===== src/sv/sbe_pkg.sv =====
`timescale 1ns / 1ps
package sbe_pkg;

  localparam int MAX_LEN     = 1024;
  localparam int MAX_EXT     = 256;
  localparam int SAMPLE_BITS = 32;
  localparam int IDX_W       = $clog2(MAX_LEN);
  localparam int CNT_W       = IDX_W + 1;
  localparam int POS_W       = 11;
  localparam int EXT_W       = 9;
  localparam int PER_W       = CNT_W + 1;

  localparam logic [1:0] KIND_CLEAR = 2'd0;
  localparam logic [1:0] KIND_LOAD  = 2'd1;
  localparam logic [1:0] KIND_FETCH = 2'd2;

  localparam logic [1:0] ST_OK    = 2'd0;
  localparam logic [1:0] ST_RANGE = 2'd1;
  localparam logic [1:0] ST_EMPTY = 2'd2;
  localparam logic [1:0] ST_FULL  = 2'd3;

  localparam logic [1:0] REG_MODE = 2'd0;
  localparam logic [1:0] REG_EXT  = 2'd1;

  typedef struct packed {
    logic [1:0]             kind;
    logic [SAMPLE_BITS-1:0] sample;
    logic [POS_W-1:0]       position;
  } sbe_in_t;

  typedef struct packed {
    logic [SAMPLE_BITS-1:0] sample_res;
    logic [POS_W-1:0]       extended_length;
    logic [1:0]             status;
  } sbe_out_t;

  function automatic logic [EXT_W-1:0] eff_ext(input logic [EXT_W-1:0] ext);
    eff_ext = (ext > EXT_W'(MAX_EXT)) ? EXT_W'(MAX_EXT) : ext;
  endfunction

  function automatic logic [PER_W-1:0] base_len(input logic [CNT_W-1:0] n,
                                                 input logic mode);
    base_len = mode ? PER_W'(n) : PER_W'(n) + PER_W'(n[0]);
  endfunction

  function automatic logic [POS_W-1:0] ext_len(input logic [CNT_W-1:0] n,
                                               input logic mode,
                                               input logic [EXT_W-1:0] ext);
    logic [PER_W:0] sum;
    sum = {1'b0, base_len(n, mode)} + (PER_W+1)'({eff_ext(ext), 1'b0});
    ext_len = (n == '0) ? '0 : sum[POS_W-1:0];
  endfunction

endpackage


===== src/sv/sbe_rem.sv =====
`timescale 1ns / 1ps
module sbe_rem import sbe_pkg::*; (
  input  logic             clk,
  input  logic             rst,
  input  logic             start,
  input  logic [POS_W-1:0] dividend,
  input  logic [PER_W-1:0] divisor,
  output logic             done,
  output logic [PER_W-1:0] rem
);

  localparam int STEP_W = $clog2(POS_W + 1);

  logic [POS_W-1:0]  dvd;
  logic [STEP_W-1:0] steps;
  logic [PER_W-1:0]  shifted;

  // restoring remainder, one dividend bit a cycle
  assign shifted = {rem[PER_W-2:0], dvd[POS_W-1]};
  assign done    = (steps == '0);

  always_ff @(posedge clk) begin
    if (rst) begin
      steps <= '0;
    end else if (start) begin
      steps <= STEP_W'(POS_W);
    end else if (!done) begin
      steps <= steps - STEP_W'(1);
    end
  end

  always_ff @(posedge clk) begin
    if (start) begin
      rem <= '0;
      dvd <= dividend;
    end else if (!done) begin
      rem <= (shifted >= divisor) ? shifted - divisor : shifted;
      dvd <= {dvd[POS_W-2:0], 1'b0};
    end
  end

endmodule


===== config.mk =====
export PLATFORM = sky130hd
export DESIGN_NAME = sbe_rem
export DESIGN_NICKNAME = d
export VERILOG_FILES = /design/src/sv/sbe_pkg.sv /design/src/sv/sbe_rem.sv
export SDC_FILE = /design/constraint.sdc
export NUM_CORES = 1
export LEC_CHECK = 0
export BUFFER_PORTS_ARGS = -buffer_cell sky130_fd_sc_hd__buf_4
export CORE_ASPECT_RATIO = 0.75
export CORE_UTILIZATION = 25
export CTS_BUF_LIST = sky130_fd_sc_hd__clkbuf_8
export CTS_CLUSTER_DIAMETER = 80
export CTS_CLUSTER_SIZE = 28
export DETAILED_ROUTE_END_ITERATION = 10
export GPL_TIMING_DRIVEN = 0
export SETUP_SLACK_MARGIN = 0.5
export SLEW_MARGIN = 25
export SYNTH_ARGS = -nofsm -noshare
export SYNTH_HDL_FRONTEND = slang
export SYNTH_SLANG_ARGS = --single-unit
export TNS_END_PERCENT = 50

===== constraint.sdc =====
create_clock -name clk -period 2.8 [get_ports clk]
set_input_delay 0.56 -clock clk [delete_from_list [all_inputs] [get_ports clk]]
set_output_delay 0.56 -clock clk [all_outputs]
set_load 0.02 [all_outputs]

== Yosys cells after proc, flatten, opt, wreduce, memory -nomap -nowiden ==
Index checks and enable logic that the tools add are counted.
Storage, ports and cells
  word-level logic and storage cells: 15
  output and inout bits: 13
  register bits after elaboration: 27
  input bits: 26
Operators by class
  eq/ne operators: 1
  order comparisons: 1
  muxes and demuxes: 5
  add/sub/neg operators: 2
  reduce and logical (&&, ||, !) cells: 2
Operator list (count)
  $mux W11: 2
  $ge A12 B12 Y1: 1
  $mux W12: 1
  $sub A12 B12 Y12: 1
  $mux W4: 2
  $logic_not A4 Y1: 1
  $sub A4 B1 Y4 const B: 1
  $ne A2 B2 Y1 const B: 1
  $reduce_or A2 Y1: 1

== Longest topological paths before layout ==
Gate-level depths: netlist (run 1).
  depth in word-level cells: 3
  gate-level depth with buffers: 10
  mapped depth without buffers: 9

== Least setup slack after synthesis (run 1) ==
No wires, ideal clock.
  kind: in2reg
  start: in divisor[0]
  end: reg rem[8]
  arrival: 2.394 ns
  slack: 0.318 ns
  data required time: 2.712 ns
  setup time: 0.088 ns
  stages on the path: 8
  cell sequence: ha_1 > fa_1 > nand2b_1 > o2bb2ai_1 > a31oi_4 > o21ai_4 > or3_1 > a311oi_2
Between the ends
  word-level cells in the longest chain between the ends: 2
RTL lines
  from (decl): line sbe_rem.sv:7  | input logic [PER_W-1:0] divisor,
  $sub A12 B12 Y12 / $ge A12 B12 Y1 (equally long branches): line sbe_rem.sv:37  | rem <= (shifted >= divisor) ? shifted - divisor : shifted;
  $mux W12 *: line sbe_rem.sv:37
  to (signal assigned): line sbe_rem.sv:37
  to (decl): line sbe_rem.sv:9  | output logic [PER_W-1:0] rem
Mark *: on every way between the ends. The rest lies on a longest branch, timed or not.
A chain may end at the register's enable or synchronous reset.

== Worst setup path in the final report (run 1) ==
Ends and elaborated chain as after synthesis.

==> run summary, run 1 <==
The routed layout has 1,675 vias. The tools report the distinct cell type count of the synthesized netlist as 51. The tools report the number of buffers inserted for hold repair after clock tree synthesis as 0.

By area, the combinational part of the netlist is dominated by compound AO/OA/AOI/OAI gates. The repair_antennas step left the layout with diodes totalling 0. TritonCTS built the clock tree.

Count of pins over their slew limit: 0. Launching element type of the critical path: a primary input. The accumulated negative setup slack was 0 ns.

The signal on the critical path passes through buf_4 > ha_4 > fa_2 > nand2b_4 > o2bb2ai_4 > a31oi_4 > o21ai_4 > or3_1 > a311oi_2. The critical path starts at divisor[0]. For the worst setup path, the data arrival time is 2.43 ns.

The via count of the first global-routing pass came out at 1,591. The type of destination of the critical path was a register. The final estimated routing congestion in global placement was 0.724; the area share of xor/xnor cells in the synthesized design was 0.0223. The relative contribution of sequential cells to total power is 0.383, and the number of top-level design ports is 39. The switching power as a share of total power works out to 0.362. The end of the worst register-to-register path is rem[8]$_SDFFE_PP0N_.

The floorplan has 27 rows. Port buffering added 37 buffers. Power dissipated by switching net loads: 0.477 mW. The type of the worst setup path is in -> reg. The kind of cell with the highest combined delay along the critical path is compound AO/OA/AOI/OAI gates.

The number of synthesis warnings was 0. For the tightest slew margin relative to the limit, the log shows 0.643. Summed over all layers, the global routing overflow is 0. The portion of synthesized cell area occupied by the leading cell type works out to 0.168. The die height was 78.8 um; the clock latency on the worst-skew pair was 0.27 ns. The mean post-synth cell area works out to 9.46 sq um. The slew at the pin with the worst max-slew slack is 0.536 ns, and the gate count of the mapped netlist is 208. No sink is reached through more buffers than the 2 on the longest clock path. The combinational power share is 0.455. Summed over all instances, the cell type with the most area after synthesis is sky130_fd_sc_hd__edfxtp_1.

The placed wire-length estimate after detailed placement is 3690 um. The sequential cell area fraction in the yosys report was 0.331. The master of the slowest instance on the critical path is sky130_fd_sc_hd__or3_1. The type of the most critical hold path is in -> reg. The fraction of synthesis flops using an asynchronous set or reset pin was 0. Counting every net in the synthesized netlist gives 247. VDD sags by at most 0.179 mV. For this run, design rule violations remaining after detail routing come to 0. The die width is 104 um. For this run, the leading register cell type out of synthesis is sky130_fd_sc_hd__dfxtp_1.

The total track usage is 0.117. The share of the synthesized area in compound gates (AO/OA/AOI/OAI) is 0.260, and the via count normalized by instance count is 4.71. Wires add up to 4770 um.

The startpoint identified for the worst register-to-register timing path is dvd[10]$_DFFE_PP_. The number of iterations in the first detailed-routing pass was 4; the per-cell routed wire length was 13.4 um. The power share of the clock group is 0.163, and the worst stage delay on the critical path is 0.39 ns. After synthesis, the cell types taking the most area are sky130_fd_sc_hd__edfxtp_1 17%, sky130_fd_sc_hd__dfxtp_1 16%, sky130_fd_sc_hd__ha_1 7.6%, sky130_fd_sc_hd__mux2_2 5.7%, sky130_fd_sc_hd__nor2_1 4.8%. In this run, synthesis inferred 11 flip-flops with an integrated enable.

Final period utilization: 0.802. The filler cell count came out at 753. In this run the worst path has a maximum fanout of 5. The run gives 7800 um as the wire length of the first global-routing pass.

The adder-cell area share of the yosys netlist was 0.0865; the maximum number of pins on one net before global-route repair was 15. The clock edge transition at the registers on the reported setup and hold paths works out to 0.09 ns. For the finished layout, the period the worst path requires is 2.24 ns. The synthesis-to-layout area growth was 27.7%; the number of clock sinks was 27.

The internal portion of the total power is 0.842 mW. Setup violations remaining at the end of the flow were counted as 0. For the deepest level of the CTS H-tree, the log shows 1. The number of clock buffers added by TritonCTS is 3. In the synthesized netlist, the cells that appear most often are 25 x sky130_fd_sc_hd__nor2_1, 16 x sky130_fd_sc_hd__dfxtp_1, 16 x sky130_fd_sc_hd__inv_1, 13 x sky130_fd_sc_hd__a21oi_1, 12 x sky130_fd_sc_hd__ha_1.

The cell with the most instances after synthesis is sky130_fd_sc_hd__nor2_1. Die area: 8230 sq um. Upper clock frequency limit: 446 MHz. For the number of hold-slack violations in the final timing report, the log shows 0. After the first detailed-routing iteration, the DRC count stood at 119.

For the post-route antenna net violation count, the log shows 0. For the starting utilization of the core area, the log shows 0.263. The logic depth of the worst register-to-register path is 9, and the worst hold-check slack is 0.469 ns. The setup check on the worst reg-to-reg path leaves a slack of 0.56 ns.

The critical path ends at rem[8]$_SDFFE_PP0N_. The count of maximum capacitance violations was 0; the combined buffer and inverter count along the critical path was 1. For the number of nets in the layout, the log shows 295.

For the initial antenna violation count, the log shows 0. The proportion of synthesized area in mux cells came out at 0.0878. Setup repair after global routing could not meet its margin everywhere. Power spread over the standard cell area amounts to 525 nW/um^2. The share of cells above drive strength 1 is 0.345, and the core region area is 7470 sq um. The cell area after technology mapping is 1970 sq um, and the total number of cells along the worst setup path is 9. Data on the critical path is required at its endpoint by 2.98 ns.

Clock skew: 0.00367 ns. The area share of and/or/nand/nor cells after synthesis is 0.151. The post-synthesis sequential element count is 27. In this run the static leakage power is 1.09 nW. The cell sitting at the root of the clock tree is a sky130_fd_sc_hd__clkbuf_8.

The flow ran to the end, and the final reports show no timing, DRC or antenna violations.
## power groups by stage
stage,sequential (mW),clock (mW),combinational [mW]
floorplan,0.530,0,0.400
global placement,0.513,0,0.570
detailed placement,0.514,0,0.578
CTS,0.506,0.224,0.580
global route,0.514,0.242,0.661
finish,0.505,0.214,0.600
## flip-flops by register name, indices dropped and copies added (netlist names)
register,count
steps,4
rem,12
dvd,11
## area by class of cell
| cell class | count | area, sq um | share of cell area |
|---|---|---|---|
| plain buffers | 8 | 61.3 | 0.0244 |
| clock buffers | 3 | 41.3 | 0.0164 |
| clock inverters | 1 | 3.75 | 0.00149 |
| inverters | 16 | 60.1 | 0.0239 |
| multi-input cells | 157 | 1240 | 0.496 |
| flip-flops and latches | 27 | 652 | 0.259 |
| well taps | 101 | 126 | 0.0503 |
| repair buffers | 43 | 323 | 0.128 |
## what timing repair did
| action | in CTS | in global routing |
|---|---|---|
| endpoints found under the setup margin | 3 | 12 |
| buffers inserted | 0 | 6 |
| endpoints found under the hold margin | 0 | 0 |
| cloned | 0 | 0 |
| pin swaps | 0 | 8 |
| gates resized for setup | 1 | 3 |
## per-layer routing
layer | part of all wire | wire length [um] | GRT usage | up-vias
li1 | - | - | - | 856
met1 | 0.52 | 2470 | 0.169 | 786
met2 | 0.45 | 2130 | 0.188 | 31
met3 | 0.031 | 147 | 0.0131 | 2
met4 | 0.0048 | 23 | 0.0257 | 0
met5 | 0 | 0 | 0 | -
## logic make-up after synthesis
logic type                 after synthesis
adders and majority gates               13
muxes                                   16
and+or+nand+nor                         63
DFF                                     27
xor gates and xnor gates                 5
buffers and inverters                   24
AOI/OAI and AO/OA                       60
## metrics by stage
step	utilization	total power, mW	setup slack (ns)	instance area, sq um	instances
after floorplan	-	0.930	0.467	2010	208
after global placement	0.323	1.08	0.173	2410	346
after detailed placement	0.323	1.09	0.162	2410	346
after CTS	0.329	1.31	0.493	2460	350
after global routing	0.337	1.42	0.436	2510	356
final	0.337	1.32	0.555	2510	356
## cell usage in the layout (no fill, tap or decap), types with 2 or more instances in the layout
cell type	instances
sky130_fd_sc_hd__dfxtp_1	15
sky130_fd_sc_hd__inv_1	16
sky130_fd_sc_hd__o21a_1	3
sky130_fd_sc_hd__nand3_1	3
sky130_fd_sc_hd__buf_6	2
sky130_fd_sc_hd__clkbuf_8	3
sky130_fd_sc_hd__o31a_1	2
sky130_fd_sc_hd__o21ai_0	5
sky130_fd_sc_hd__a211oi_1	3
sky130_fd_sc_hd__a21oi_1	13
sky130_fd_sc_hd__nor4_1	2
sky130_fd_sc_hd__nor3_1	5
sky130_fd_sc_hd__o211ai_1	5
sky130_fd_sc_hd__buf_4	46
sky130_fd_sc_hd__nand2b_1	6
sky130_fd_sc_hd__edfxtp_1	11
sky130_fd_sc_hd__mux2_2	10
sky130_fd_sc_hd__a21o_1	5
sky130_fd_sc_hd__xnor2_1	5
sky130_fd_sc_hd__a211oi_2	3
sky130_fd_sc_hd__a311oi_2	4
sky130_fd_sc_hd__or3_1	3
sky130_fd_sc_hd__nand2_1	11
sky130_fd_sc_hd__ha_1	11
sky130_fd_sc_hd__mux2i_1	6
sky130_fd_sc_hd__a21o_2	2
sky130_fd_sc_hd__nor2_1	25
## worst min-delay path by stage
stage | startpoint | to | slack, ns | cells after the start
final | rst | steps[2]$_SDFFE_PP0N_ | 0.47 | 2
after global placement | steps[3]$_SDFFE_PP0P_ | steps[2]$_SDFFE_PP0N_ | 0.49 | 2
after CTS | rst | steps[1]$_SDFFE_PP0P_ | 0.46 | 2
after global routing | rst | steps[1]$_SDFFE_PP0P_ | 0.46 | 2
after detailed placement | steps[3]$_SDFFE_PP0P_ | steps[2]$_SDFFE_PP0N_ | 0.50 | 2
after floorplan | steps[2]$_SDFFE_PP0N_ | steps[2]$_SDFFE_PP0N_ | 0.48 | 2
## worst register-to-register path, stage by stage, from the launching register on
cell	delay (ns)
sky130_fd_sc_hd__edfxtp_1	0.35
sky130_fd_sc_hd__inv_2	0.06
sky130_fd_sc_hd__ha_4	0.16
sky130_fd_sc_hd__fa_2	0.34
sky130_fd_sc_hd__nand2b_4	0.16
sky130_fd_sc_hd__o2bb2ai_4	0.15
sky130_fd_sc_hd__a31oi_4	0.19
sky130_fd_sc_hd__o21ai_4	0.11
sky130_fd_sc_hd__or3_1	0.39
sky130_fd_sc_hd__a311oi_2	0.25
Power figures use the tool's default switching activity.
==> run 2: changes to the inputs <==
==> constraint.sdc (replaced) <==
create_clock -name clk -period 2.2 [get_ports clk]
set_input_delay 0.44 -clock clk [delete_from_list [all_inputs] [get_ports clk]]
set_output_delay 0.44 -clock clk [all_outputs]
set_load 0.02 [all_outputs]
==> run 2 against run 1 <==
  * The run now ends with setup timing left
  * Combinational power increased by 43%
  * Setup slack got worse by 0.59 ns
  * Die area unchanged
  * Sequential cell count unchanged
  * Final cell count increased by 2.5%
  * Sequential power increased by 28%
  * Sequential share of layout area decreased by 1.6 points
  * Critical endpoint is now rem[7]$_SDFFE_PP0N_
  * Highest routed layer unchanged
==> run summary, run 2 (synthesis results as in run 1) <==
At the end of routability-driven placement, the weighted congestion stood at 0.745. Setup violations remaining at the end of the flow were counted as 3. The final period utilization was 1.01; the logic depth of the worst register-to-register path was 10. Summed over all nets, the switching power comes to 0.643 mW. Worst setup path startpoint: rem[8]$_SDFFE_PP0N_. The flip-flop count of the largest register, all copies and words added works out to 12. Commonest non-fill, non-tap cell in the layout: sky130_fd_sc_hd__buf_4. The worst stage delay on the critical path is 0.37 ns, and the multi-input combinational cell area is 1320 sq um. For this design the top-level I/O count stands at 39. In this run the vertical extent of the chip is 78.8 um.

The upper clock frequency limit came out at 448 MHz. The sequential cells in the finished layout cover a total of 656 sq um. The die covers 8230 sq um.

The tools report the relative contribution of sequential cells to total power as 0.365. Post-route antenna net violation count: 0. Counting the buffers created by CTS gives 3. The run finished, with violations left. In the layout the commonest cells are 51 x sky130_fd_sc_hd__buf_4, 25 x sky130_fd_sc_hd__nor2_1, 16 x sky130_fd_sc_hd__inv_1.

After layout, the minimum clock period comes to 2.23 ns. Dividing the detail-routed wire length by the instance count gives 13.4 um. The wire length of the first global-routing pass is 7620 um, and the total inserted antenna cells is 0. The count of buffers inserted at the top-level ports is 37, and the combined buffer and inverter count along the critical path is 3. Of all nets on the critical path, the largest fanout is 4. End of the worst register-to-register path: rem[7]$_SDFFE_PP0N_.

The starting utilization of the core area was 0.263. The first TritonRoute pass finished after 4 iterations. For this design, the sink count on the clock tree is 27. Setup slack after layout: -0.0310 ns. The checks that failed: setup timing.

The critical path arrival was 2.41 ns. STA classifies the critical path startpoint as a register. In this run the worst hold path is classified as in -> reg.

The detailed router placed 1,689 vias in this run. Number of nets in the layout: 304. The cell total after placement is 346. The type of destination of the critical path was a register. The tools report the clock skew as 0.00274 ns. TritonCTS built the clock tree. The area growth from synthesis to layout is 36.7%.

The share of the core filled with cells came out at 0.360. Across the run, the number of max-cap violations was 0. The data required time at the worst endpoint came out at 2.38 ns. The register ranked first by flip-flop count is rem. For the number of buffers inserted for hold repair after clock tree synthesis, the log shows 0.

Summed over all layers, the routed wires come to 4910 um. The slew at the pin with the worst max-slew slack was 0.532 ns. The tightest slew margin relative to the limit came out at 0.645. For this design the static power due to leakage is 1.16 nW. The final cell count without fillers was 365. Internal power comes to 1.13 mW.

No sink is reached through more buffers than the 2 on the longest clock path. After detailed routing, the number of remaining DRC violations is 0. Summing internal, switching and leakage power gives 1.78 mW. The post-place setup slack came out at -0.338 ns. Worst reg2reg path startpoint: rem[8]$_SDFFE_PP0N_.

Among the stages of the critical path, the cell type that occurs most often is sky130_fd_sc_hd__buf_6. The detailed router finished its first iteration with 104 violations. The signal on the critical path passes through ha_4 > buf_6 > a21o_1 > a211oi_4 > nand2_2 > o21ai_4 > buf_6 > buf_12 > nand2_1 > a311oi_2. The run gives 3630 um as the placed wire-length estimate after detailed placement. In this run the worst setup path terminates at rem[7]$_SDFFE_PP0N_. The combinational power share was 0.481; the die width was 104 um. The deepest level of the CTS H-tree is 1, and the peak supply drop is 0.261 mV.

The clock edge transition at the registers on the reported setup and hold paths works out to 0.09 ns. The number of hold-slack violations in the final timing report was 0. The power per cell area is 660 nW/um^2, and the switching power as a share of total power is 0.362. The tools report the clock latency on the worst-skew pair as 0.27 ns.

Type of the worst setup path: reg -> reg. For the core region area, the log shows 7470 sq um. The via count normalized by instance count is 4.63, and the remaining global-route overflow is 0. The tools report the total track usage as 0.113. The tools report the CTS root buffer as sky130_fd_sc_hd__clkbuf_8. The share of cells above drive strength 1 came out at 0.417. The tools report the power share of the clock group as 0.154. Filler cell count: 740. Master of the slowest instance on the critical path: sky130_fd_sc_hd__dfxtp_4. In the final layout, the registers with the most flip-flops are rem x12, dvd x11, steps x4. In this run the core area contains 27 standard-cell rows. Setup repair after global routing could not meet its margin everywhere. The family of cells with the greatest summed delay on the critical path is compound AO/OA/AOI/OAI gates. The total number of cells along the worst setup path came out at 10.

The initial antenna violation count was 0. The maximum number of pins on one net before global-route repair is 15, and the count of pins over their slew limit is 0. Setup slack on the worst reg-to-reg path comes out at -0.03 ns.

For the via count of the first global-routing pass, the log shows 1,535.
==> run 2: worst reg2reg max path, cell delays in order, from the launching register on <==
cell                       delay, ns
sky130_fd_sc_hd__dfxtp_4        0.37
sky130_fd_sc_hd__ha_4           0.21
sky130_fd_sc_hd__buf_6          0.12
sky130_fd_sc_hd__a21o_1         0.17
sky130_fd_sc_hd__a211oi_4       0.32
sky130_fd_sc_hd__nand2_2        0.15
sky130_fd_sc_hd__o21ai_4        0.23
sky130_fd_sc_hd__buf_6          0.15
sky130_fd_sc_hd__buf_12         0.10
sky130_fd_sc_hd__nand2_1        0.06
sky130_fd_sc_hd__a311oi_2       0.27
==> run 2: final cells by class <==
class | count | share of cell area
inverter | 16 | 0.0223
multi-input combinational | 157 | 0.491
sequential | 27 | 0.244
timing repair buffer | 52 | 0.154
clock inverter | 1 | 0.00140
clock buffer | 3 | 0.0154
buffer | 8 | 0.0251
tap | 101 | 0.0470
==> run 2: power groups by stage <==
stage / registers, mW / logic [mW] / clock network [mW]
5_1_grt: 0.657 / 0.928 / 0.302
3_3_place_gp: 0.653 / 0.728 / 0
4_1_cts: 0.644 / 0.758 / 0.278
6_report: 0.648 / 0.855 / 0.274
2_1_floorplan: 0.675 / 0.511 / 0
3_5_place_dp: 0.654 / 0.735 / 0
==> run 2: worst min-delay path by stage <==
stage	from	endpoint	slack, ns	cells past startpoint
3_3_place_gp	steps[3]$_SDFFE_PP0P_	steps[2]$_SDFFE_PP0N_	0.49	2
2_1_floorplan	steps[2]$_SDFFE_PP0N_	steps[2]$_SDFFE_PP0N_	0.48	2
6_report	rst	steps[1]$_SDFFE_PP0P_	0.35	2
4_1_cts	rst	steps[1]$_SDFFE_PP0P_	0.34	2
5_1_grt	rst	steps[1]$_SDFFE_PP0P_	0.34	2
3_5_place_dp	steps[2]$_SDFFE_PP0N_	steps[2]$_SDFFE_PP0N_	0.51	2
==> run 2: stage by stage <==
step                hold WS [ns]  instance area (sq um)  setup TNS, ns
global route               0.338                   2690         -0.625
detailed placement         0.506                   2420          -2.72
CTS                        0.343                   2510        -0.0616
global placement           0.493                   2420          -2.72
floorplan                  0.480                   2010        -0.0130
finish                     0.350                   2690        -0.0550
==> run 2: routing by layer <==
metal / vias to the layer above / part of all wire / track usage
li1: 873 / - / -
met1: 777 / 0.52 / 0.169
met2: 37 / 0.44 / 0.172
met3: 2 / 0.038 / 0.0181
met4: 0 / 0.0047 / 0.0186
met5: - / 0 / 0
==> run 2: repair_timing <==
item,CTS,global route
pin swaps,6,14
gates resized for setup,6,22
setup buffers,4,11
setup endpoints to repair,24,24
